File: config.mk
export PLATFORM = sky130hd
export DESIGN_NAME = encoder_stuck_reading_monitor
export DESIGN_NICKNAME = d
export VERILOG_FILES = /design/src/hdl/esrm_pkg.sv /design/src/hdl/esrm_cfg.sv /design/src/hdl/esrm_core.sv /design/src/hdl/encoder_stuck_reading_monitor.sv
export SDC_FILE = /design/constraint.sdc
export NUM_CORES = 1
export LEC_CHECK = 0
export BUFFER_PORTS_ARGS = -buffer_cell sky130_fd_sc_hd__buf_2
export CORE_MARGIN = 2
export CORE_UTILIZATION = 25
export DETAILED_ROUTE_END_ITERATION = 10
export PLACE_DENSITY = 0.47
export SYNTH_ARGS = -nofsm -noshare
export SYNTH_HDL_FRONTEND = slang
export SYNTH_SLANG_ARGS = --single-unit
export TNS_END_PERCENT = 100
File: constraint.sdc
create_clock -name clk -period 4.19 [get_ports clk]
set_input_delay 0.6285 -clock clk [delete_from_list [all_inputs] [get_ports clk]]
set_output_delay 0.6285 -clock clk [all_outputs]
set_load 0.1 [all_outputs]
File: src/hdl/esrm_pkg.sv
// Shared widths, constants, register map and result type for the encoder stuck monitor.
package esrm_pkg;

    localparam int RAW_W          = 16;
    localparam int ANGLE_W        = 14;
    localparam int IDX_W          = 3;
    localparam int MASK_W         = 8;
    localparam int THR_W          = 8;
    localparam int NUM_ENC_DEF    = 3;
    localparam int NUM_ENC_MAX    = 8;

    localparam int PADDR_W        = 3;
    localparam int PDATA_W        = 32;

    localparam logic [THR_W-1:0] THRESHOLD_RESET = 8'd100;

    // Register index, taken from the word address bit of paddr
    localparam logic REG_STUCK_THRESHOLD = 1'b0;

    typedef struct packed {
        logic [IDX_W-1:0]   encoder_index;
        logic [ANGLE_W-1:0] angle;
        logic               frame_done;
        logic               all_stuck;
        logic [MASK_W-1:0]  stuck_mask;
    } result_t;

endpackage

File: src/hdl/esrm_cfg.sv
// APB register block holding the stuck threshold.
module esrm_cfg (
    input  logic                             clk,
    input  logic                             rst_n,
    input  logic                             psel,
    input  logic                             penable,
    input  logic                             pwrite,
    input  logic [esrm_pkg::PADDR_W-1:0]     paddr,
    input  logic [esrm_pkg::PDATA_W-1:0]     pwdata,
    output logic [esrm_pkg::PDATA_W-1:0]     prdata,
    output logic                             pready,
    output logic [esrm_pkg::THR_W-1:0]       threshold
);

    logic [esrm_pkg::THR_W-1:0] thr_reg;
    logic [esrm_pkg::THR_W-1:0] thr_next;
    logic                       sel_thr;

    assign sel_thr = (paddr[2] == esrm_pkg::REG_STUCK_THRESHOLD);
    assign pready  = 1'b1;

    always_comb
    begin
        thr_next = thr_reg;
        if (psel && penable && pwrite && pready && sel_thr)
        begin
            thr_next = pwdata[esrm_pkg::THR_W-1:0];
        end
    end

    always_ff @(posedge clk or negedge rst_n)
    begin
        if (!rst_n)
        begin
            thr_reg <= esrm_pkg::THRESHOLD_RESET;
        end
        else
        begin
            thr_reg <= thr_next;
        end
    end

    assign prdata    = sel_thr ? esrm_pkg::PDATA_W'(thr_reg) : '0;
    assign threshold = thr_reg;

endmodule

File: src/hdl/esrm_core.sv
// Per-slot repeat tracking, frame-level stuck detection and the result register.
module esrm_core #(
    parameter int NUM_ENCODERS = esrm_pkg::NUM_ENC_DEF
) (
    input  logic                           clk,
    input  logic                           rst_n,
    input  logic [esrm_pkg::THR_W-1:0]     threshold,
    input  logic                           item_valid,
    input  logic [esrm_pkg::ANGLE_W-1:0]   item_angle,
    output logic                           advance,
    output logic                           result_valid,
    input  logic                           result_stall,
    output esrm_pkg::result_t              result
);

    localparam int SLOT_W = (NUM_ENCODERS > 1) ? $clog2(NUM_ENCODERS) : 1;
    localparam logic [SLOT_W-1:0] LAST_POS = SLOT_W'(NUM_ENCODERS - 1);
    localparam logic [esrm_pkg::MASK_W-1:0] ENC_BITS =
        esrm_pkg::MASK_W'((1 << NUM_ENCODERS) - 1);

    logic [SLOT_W-1:0]            pos_reg;
    logic [SLOT_W-1:0]            pos_next;
    logic [esrm_pkg::ANGLE_W-1:0] prev_angle_reg [NUM_ENCODERS];
    logic [esrm_pkg::THR_W-1:0]   cnt_reg        [NUM_ENCODERS];
    logic                         fas_reg;
    logic                         fas_next;
    logic [esrm_pkg::THR_W-1:0]   fcnt_reg;
    logic [esrm_pkg::THR_W-1:0]   fcnt_next;
    logic [NUM_ENCODERS-1:0]      flags_reg;
    logic [NUM_ENCODERS-1:0]      flags_next;
    logic                         all_reg;
    logic                         all_next;
    logic                         out_valid_reg;
    logic                         out_valid_next;
    esrm_pkg::result_t            res_reg;
    esrm_pkg::result_t            res_next;

    logic                         fire;
    logic [SLOT_W-1:0]            slot;
    logic                         match;
    logic                         done;
    logic                         fas_eff;
    logic [esrm_pkg::THR_W-1:0]   cnt_upd;
    logic [esrm_pkg::THR_W-1:0]   cnt_new [NUM_ENCODERS];
    logic [esrm_pkg::THR_W-1:0]   fcnt_upd;
    logic [NUM_ENCODERS-1:0]      flags_upd;
    logic                         all_upd;

    assign advance = !out_valid_reg || !result_stall;
    assign fire    = item_valid && advance;
    assign slot    = LAST_POS - pos_reg;
    assign done    = (pos_reg == LAST_POS);
    assign match   = (item_angle == prev_angle_reg[slot]);
    // A new frame starts with every slot assumed repeated
    assign fas_eff = (pos_reg == '0) ? 1'b1 : fas_reg;

    always_comb
    begin
        if (!match)
        begin
            cnt_upd = '0;
        end
        else if (cnt_reg[slot] < threshold)
        begin
            cnt_upd = cnt_reg[slot] + 1'b1;
        end
        else
        begin
            cnt_upd = cnt_reg[slot];
        end

        for (int i = 0; i < NUM_ENCODERS; i++)
        begin
            cnt_new[i]   = (SLOT_W'(i) == slot) ? cnt_upd : cnt_reg[i];
            flags_upd[i] = (cnt_new[i] >= threshold);
        end

        fas_next = fas_eff && match;

        if (!fas_next)
        begin
            fcnt_upd = '0;
        end
        else if (fcnt_reg < threshold)
        begin
            fcnt_upd = fcnt_reg + 1'b1;
        end
        else
        begin
            fcnt_upd = fcnt_reg;
        end
        all_upd = (fcnt_upd >= threshold);

        pos_next   = done ? '0 : pos_reg + 1'b1;
        fcnt_next  = done ? fcnt_upd  : fcnt_reg;
        flags_next = done ? flags_upd : flags_reg;
        all_next   = done ? all_upd   : all_reg;

        res_next.encoder_index = esrm_pkg::IDX_W'(slot);
        res_next.angle         = item_angle;
        res_next.frame_done    = done;
        res_next.all_stuck     = all_next;
        res_next.stuck_mask    = esrm_pkg::MASK_W'(flags_next);

        if (fire)
        begin
            out_valid_next = 1'b1;
        end
        else if (advance)
        begin
            out_valid_next = 1'b0;
        end
        else
        begin
            out_valid_next = out_valid_reg;
        end
    end

    always_ff @(posedge clk or negedge rst_n)
    begin
        if (!rst_n)
        begin
            pos_reg       <= '0;
            fas_reg       <= 1'b1;
            fcnt_reg      <= '0;
            flags_reg     <= '0;
            all_reg       <= 1'b0;
            out_valid_reg <= 1'b0;
            for (int i = 0; i < NUM_ENCODERS; i++)
            begin
                prev_angle_reg[i] <= '0;
                cnt_reg[i]        <= '0;
            end
        end
        else
        begin
            out_valid_reg <= out_valid_next;
            if (fire)
            begin
                pos_reg              <= pos_next;
                fas_reg              <= fas_next;
                fcnt_reg             <= fcnt_next;
                flags_reg            <= flags_next;
                all_reg              <= all_next;
                prev_angle_reg[slot] <= item_angle;
                cnt_reg[slot]        <= cnt_upd;
            end
        end
    end

    always_ff @(posedge clk)
    begin
        if (fire)
        begin
            res_reg <= res_next;
        end
    end

    assign result_valid = out_valid_reg;
    assign result       = res_reg;

`ifndef SYNTHESIS
    a_pos_range: assert property (@(posedge clk) disable iff (!rst_n)
        pos_reg <= LAST_POS)
        else $error("frame position out of range");

    a_frame_wrap: assert property (@(posedge clk) disable iff (!rst_n)
        fire && done |=> pos_reg == '0)
        else $error("frame position did not wrap after last word");

    a_first_slot: assert property (@(posedge clk) disable iff (!rst_n)
        fire && pos_reg == '0 |=> res_reg.encoder_index == esrm_pkg::IDX_W'(LAST_POS))
        else $error("first word of frame not sent to highest slot");

    a_mask_bits: assert property (@(posedge clk) disable iff (!rst_n)
        out_valid_reg |-> (res_reg.stuck_mask & ~ENC_BITS) == '0)
        else $error("stuck mask bit set above encoder count");

    a_done_pos: assert property (@(posedge clk) disable iff (!rst_n)
        fire |=> res_reg.frame_done == (res_reg.encoder_index == '0))
        else $error("frame done flag disagrees with slot");
`endif

endmodule

File: src/hdl/encoder_stuck_reading_monitor.sv
// Top level of the encoder stuck-reading monitor: word input register, core, register port.
//
// Accepts one 16-bit chain word per clock while word_stall is low and returns one result
// per word, in order. A word passes through the input register and then the result
// register before its result is offered; with no result stall one word enters and one
// result leaves every cycle. word_stall rises only while the input register is full and
// the waiting result is stalled. A frame is NUM_ENCODERS words (1 to 8); its first word
// lands in the highest slot. Repeat counts and the all-repeat frame count saturate at
// stuck_threshold (register 0, byte address 0, reset 100); stuck_mask and all_stuck
// change only on the word that ends a frame. Write the threshold only while no transfer
// is in flight.
module encoder_stuck_reading_monitor #(
    parameter int NUM_ENCODERS = esrm_pkg::NUM_ENC_DEF
) (
    input  logic                             clk,
    input  logic                             rst_n,
    input  logic                             psel,
    input  logic                             penable,
    input  logic                             pwrite,
    input  logic [esrm_pkg::PADDR_W-1:0]     paddr,
    input  logic [esrm_pkg::PDATA_W-1:0]     pwdata,
    output logic [esrm_pkg::PDATA_W-1:0]     prdata,
    output logic                             pready,
    input  logic                             word_valid,
    output logic                             word_stall,
    input  logic [esrm_pkg::RAW_W-1:0]       raw_word,
    output logic                             result_valid,
    input  logic                             result_stall,
    output logic [esrm_pkg::IDX_W-1:0]       encoder_index,
    output logic [esrm_pkg::ANGLE_W-1:0]     angle,
    output logic                             frame_done,
    output logic                             all_stuck,
    output logic [esrm_pkg::MASK_W-1:0]      stuck_mask
);

    logic [esrm_pkg::THR_W-1:0]   threshold;
    logic                         s1_valid_reg;
    logic                         s1_valid_next;
    logic [esrm_pkg::ANGLE_W-1:0] s1_angle_reg;
    logic                         advance;
    logic                         word_xfer;
    esrm_pkg::result_t            result;

    esrm_cfg u_cfg (
        .clk       (clk),
        .rst_n     (rst_n),
        .psel      (psel),
        .penable   (penable),
        .pwrite    (pwrite),
        .paddr     (paddr),
        .pwdata    (pwdata),
        .prdata    (prdata),
        .pready    (pready),
        .threshold (threshold)
    );

    // Input stage holds while the core cannot take it
    assign word_stall    = s1_valid_reg && !advance;
    assign word_xfer     = word_valid && !word_stall;
    assign s1_valid_next = word_xfer || (s1_valid_reg && !advance);

    always_ff @(posedge clk or negedge rst_n)
    begin
        if (!rst_n)
        begin
            s1_valid_reg <= 1'b0;
        end
        else
        begin
            s1_valid_reg <= s1_valid_next;
        end
    end

    always_ff @(posedge clk)
    begin
        if (word_xfer)
        begin
            s1_angle_reg <= raw_word[esrm_pkg::ANGLE_W-1:0];
        end
    end

    esrm_core #(
        .NUM_ENCODERS (NUM_ENCODERS)
    ) u_core (
        .clk          (clk),
        .rst_n        (rst_n),
        .threshold    (threshold),
        .item_valid   (s1_valid_reg),
        .item_angle   (s1_angle_reg),
        .advance      (advance),
        .result_valid (result_valid),
        .result_stall (result_stall),
        .result       (result)
    );

    assign encoder_index = result.encoder_index;
    assign angle         = result.angle;
    assign frame_done    = result.frame_done;
    assign all_stuck     = result.all_stuck;
    assign stuck_mask    = result.stuck_mask;

endmodule

==> results.yml <==
logic_synthesis:
  synth_cell_type_count: 48
  synth_commonest_cells: "dfrtp_1, mux2_2, nand2_1"
  synth.most_common_cell: "dfrtp_1"
  ys_top_cells_by_area: "dfrtp_1, edfxtp_1, mux2_2"
  synth_area_sq_um: 7280
  synth_edf_count: 35
  yosysWarnings: 0
  synth_top_area_cell: "dfrtp_1"
  syn_inst: 664
  ys_ff_latch: 126
  synth_seq_area_share_pct: 45.8
  synth.top_cell.area_share_pct: 29.9
  syn_area_per_cell_sq_um: 11.0
  synth-async-reset-ratio_pct: 72.2
  yosys_most_used_dff: "dfrtp_1"
sta:
  layout_setup_ws_ns: 0.0368
  fin_crit_sh_pct: 99.1
  hold_viol: 0
  setup_viol: 0
  fin_crit_ns: 4.15
  worst_pin_slew_ns: 0.970
  max_freq_mhz: 241
  rsz0062_at_grt: "true"
  final-max-slew-violation-count: 0
  maxSlewHeadroom_pct: 35.4
  skew_ns: 0.0142
power:
  p_int_mw: 3.61
  switching_share_pct: 39.6
  power_frac_clock_pct: 24.4
  ir_drop_uv: 323
  power_mw: 5.98
  power_frac_seq_pct: 29.7
  power_leakage_nw: 4.02
  power.switching_mw: 2.37
  power_density_nw_per_um2: 652
  combPwrFrac_pct: 45.9
floorplan:
  dieHeight_um: 175
  initial_core_util_pct: 25.4
  die_area_sq_um: 30500
  core_area_sq_um: 28700
  die_w_um: 175
  io_pins: 120
  rows: 62
worst_setup_path:
  required_ns: 4.33
  crit_arrival_ns: 4.29
  cp_max_fo: 8
  end_kind: "flop"
  critPathKind: "flop to flop"
  worstSetupStartpointType: "flop"
global_routing:
  busiest_layer: "met2"
  met3_usage_pct: 1.91
  antenna_found_initial: 0
  grt-ovfl-total: 0
  grt_pass1_wl_mm: 27.2
  grt_pass1_vias: 4897
  grt_max_degree: 73
  grtUsageTotal_pct: 11.4
  use_met2_pct: 18.6
  use_met1_pct: 15.5
cts:
  root_buffer: "clkbuf_16"
  htree_levels: 4
  cts_buffers: 17
  cts_sinks: 126
  path_clk_slew_ns: 0.06
  cts_buffer_depth: 2
  cts_tree: "yes"
  insertion_delay_ns: 0.42
final_layout:
  nNetsFinal: 884
  n_antenna_cell: 0
  regArea_sq_um: 3330
  area_delta_synth_final_pct: 26.1
  fillers: 2933
  largest_reg_flops: 42
  multiInputGateArea_sq_um: 3870
  drive_above_1_share_pct: 34.4
detailed_routing:
  dr.first_iter.drc_count: 211
  vias: 5005
  via_per_inst: 4.28
  drc: 0
  wl_mm: 16.8
  ant_nets: 0
  first_pass_iters: 5
  wl_per_cell_um: 14.4
worst_hold_path:
  min_path_type: "primary input to async pin"
placement:
  port_buffers: 60
  gp_congestion: 0.740
  dp_slack_ns: -0.172
  hpwlAfterDp_mm: 11.7
job:
  drv_cap: 0
run_status:
  status: "complete, no violations"
[worst max-delay path, cell delays in order (launching register included)]
cell and delay, ns:
dfrtp_1 0.41, inv_6 0.05, ha_4 0.33, buf_6 0.12, mux2i_4 0.23, o2bb2ai_4 0.10
ha_4 0.25, a211o_1 0.27, o21a_4 0.22, nor2_4 0.17, xor2_2 0.19, and2_4 0.18
mux2i_1 0.07, ha_1 0.27, nand2b_1 0.14, a21o_1 0.18, a21o_1 0.19, a21oi_2 0.19
o21ai_2 0.08, a21oi_2 0.17, a211oi_1 0.06
[power groups by stage]
stage                     Combinational (mW)  Sequential, mW  Clock, mW
after CTS                               2.54            1.78       1.50
after detailed placement                2.48            1.80          0
after floorplan                         1.68            2.00          0
after global routing                    2.97            1.82       1.57
after global placement                  2.47            1.79          0
final                                   2.74            1.78       1.46
[timing repair]
action                     4_1_cts  5_1_grt
gates resized for setup         23       35
hold endpoints to repair         0        0
pin swaps                       13       19
setup endpoints to repair        6        8
hold buffers                     0        0
buffers inserted                 2       12
[cell type report]
| class | instances | area share [%] |
|---|---|---|
| Multi-Input combinational cell | 483 | 42.2 |
| Inverter | 23 | 0.995 |
| Tap cell | 384 | 5.24 |
| Clock inverter | 14 | 1.64 |
| Sequential cell | 126 | 36.3 |
| Clock buffer | 18 | 4.68 |
| Timing Repair Buffer | 121 | 8.96 |
[worst paths after layout]
path / from / to / slack, ns / cells past startpoint
hold reg to reg: u_core.flags_reg[1]$_DFFE_PN0P_ / u_core.flags_reg[1]$_DFFE_PN0P_ / 0.48 / 2
max in group asynchronous: rst_n / u_core.cnt_reg[11]$_DFFE_PN0P_ / 2.98 / 2
min in group clk: raw_word[1] / s1_angle_reg[1]$_DFFE_PP_ / 0.37 / 1
setup reg to reg: u_core.pos_reg[0]$_DFFE_PN0P_ / u_core.result[2]$_DFFE_PP_ / 0.04 / 20
hold / removal: rst_n / u_cfg.threshold[3]$_DFFE_PN0P_ / 0.37 / 1
setup / recovery: u_core.pos_reg[0]$_DFFE_PN0P_ / u_core.result[2]$_DFFE_PP_ / 0.04 / 20
[logic make-up (layout without fill, tap and decap cells)]
group	Yosys count	in the layout	synth area share, %
AND/OR/NAND/NOR	164	164	11.0
flip-flops	126	126	45.8
AO/OA/AOI/OAI	115	115	10.1
multiplexers	96	96	14.3
buffers and inverters	84	176	6.48
adder cells (fa/ha/maj)	54	54	9.28
XOR/XNOR	23	23	2.87
other	2	31	0.103
[metal layers]
| layer | up-vias | routed length (um) |
|---|---|---|
| li1 | 2538 | - |
| met1 | 2389 | 8360 |
| met2 | 65 | 7820 |
| met3 | 13 | 413 |
| met4 | 0 | 213 |
| met5 | - | 0 |
[cell usage in the layout (no fill, tap or decap), drive strengths merged, types with 19 or more instances in the layout]
master,n
a21oi,20
buf,121
conb,31
dfrtp,87
edfxtp,35
ha,54
inv,30
mux2,66
mux2i,30
nand2,60
nand3,20
nor2,31
o21ai,43
xnor2,19
[stage by stage]
stage | util, % | hold WS, ns | setup TNS, ns | instances | area, sq um
final | 32.0 | 0.374 | 0 | 1169 | 9180
after global placement | 28.5 | 0.462 | -0.454 | 1123 | 8190
after detailed placement | 28.5 | 0.467 | -0.583 | 1123 | 8190
after CTS | 31.0 | 0.354 | -0.106 | 1157 | 8900
after global routing | 32.0 | 0.356 | -0.529 | 1169 | 9180
after floorplan | - | 0.333 | -0.118 | 693 | 7440
No activity file was read; power rests on OpenSTA's default activity.
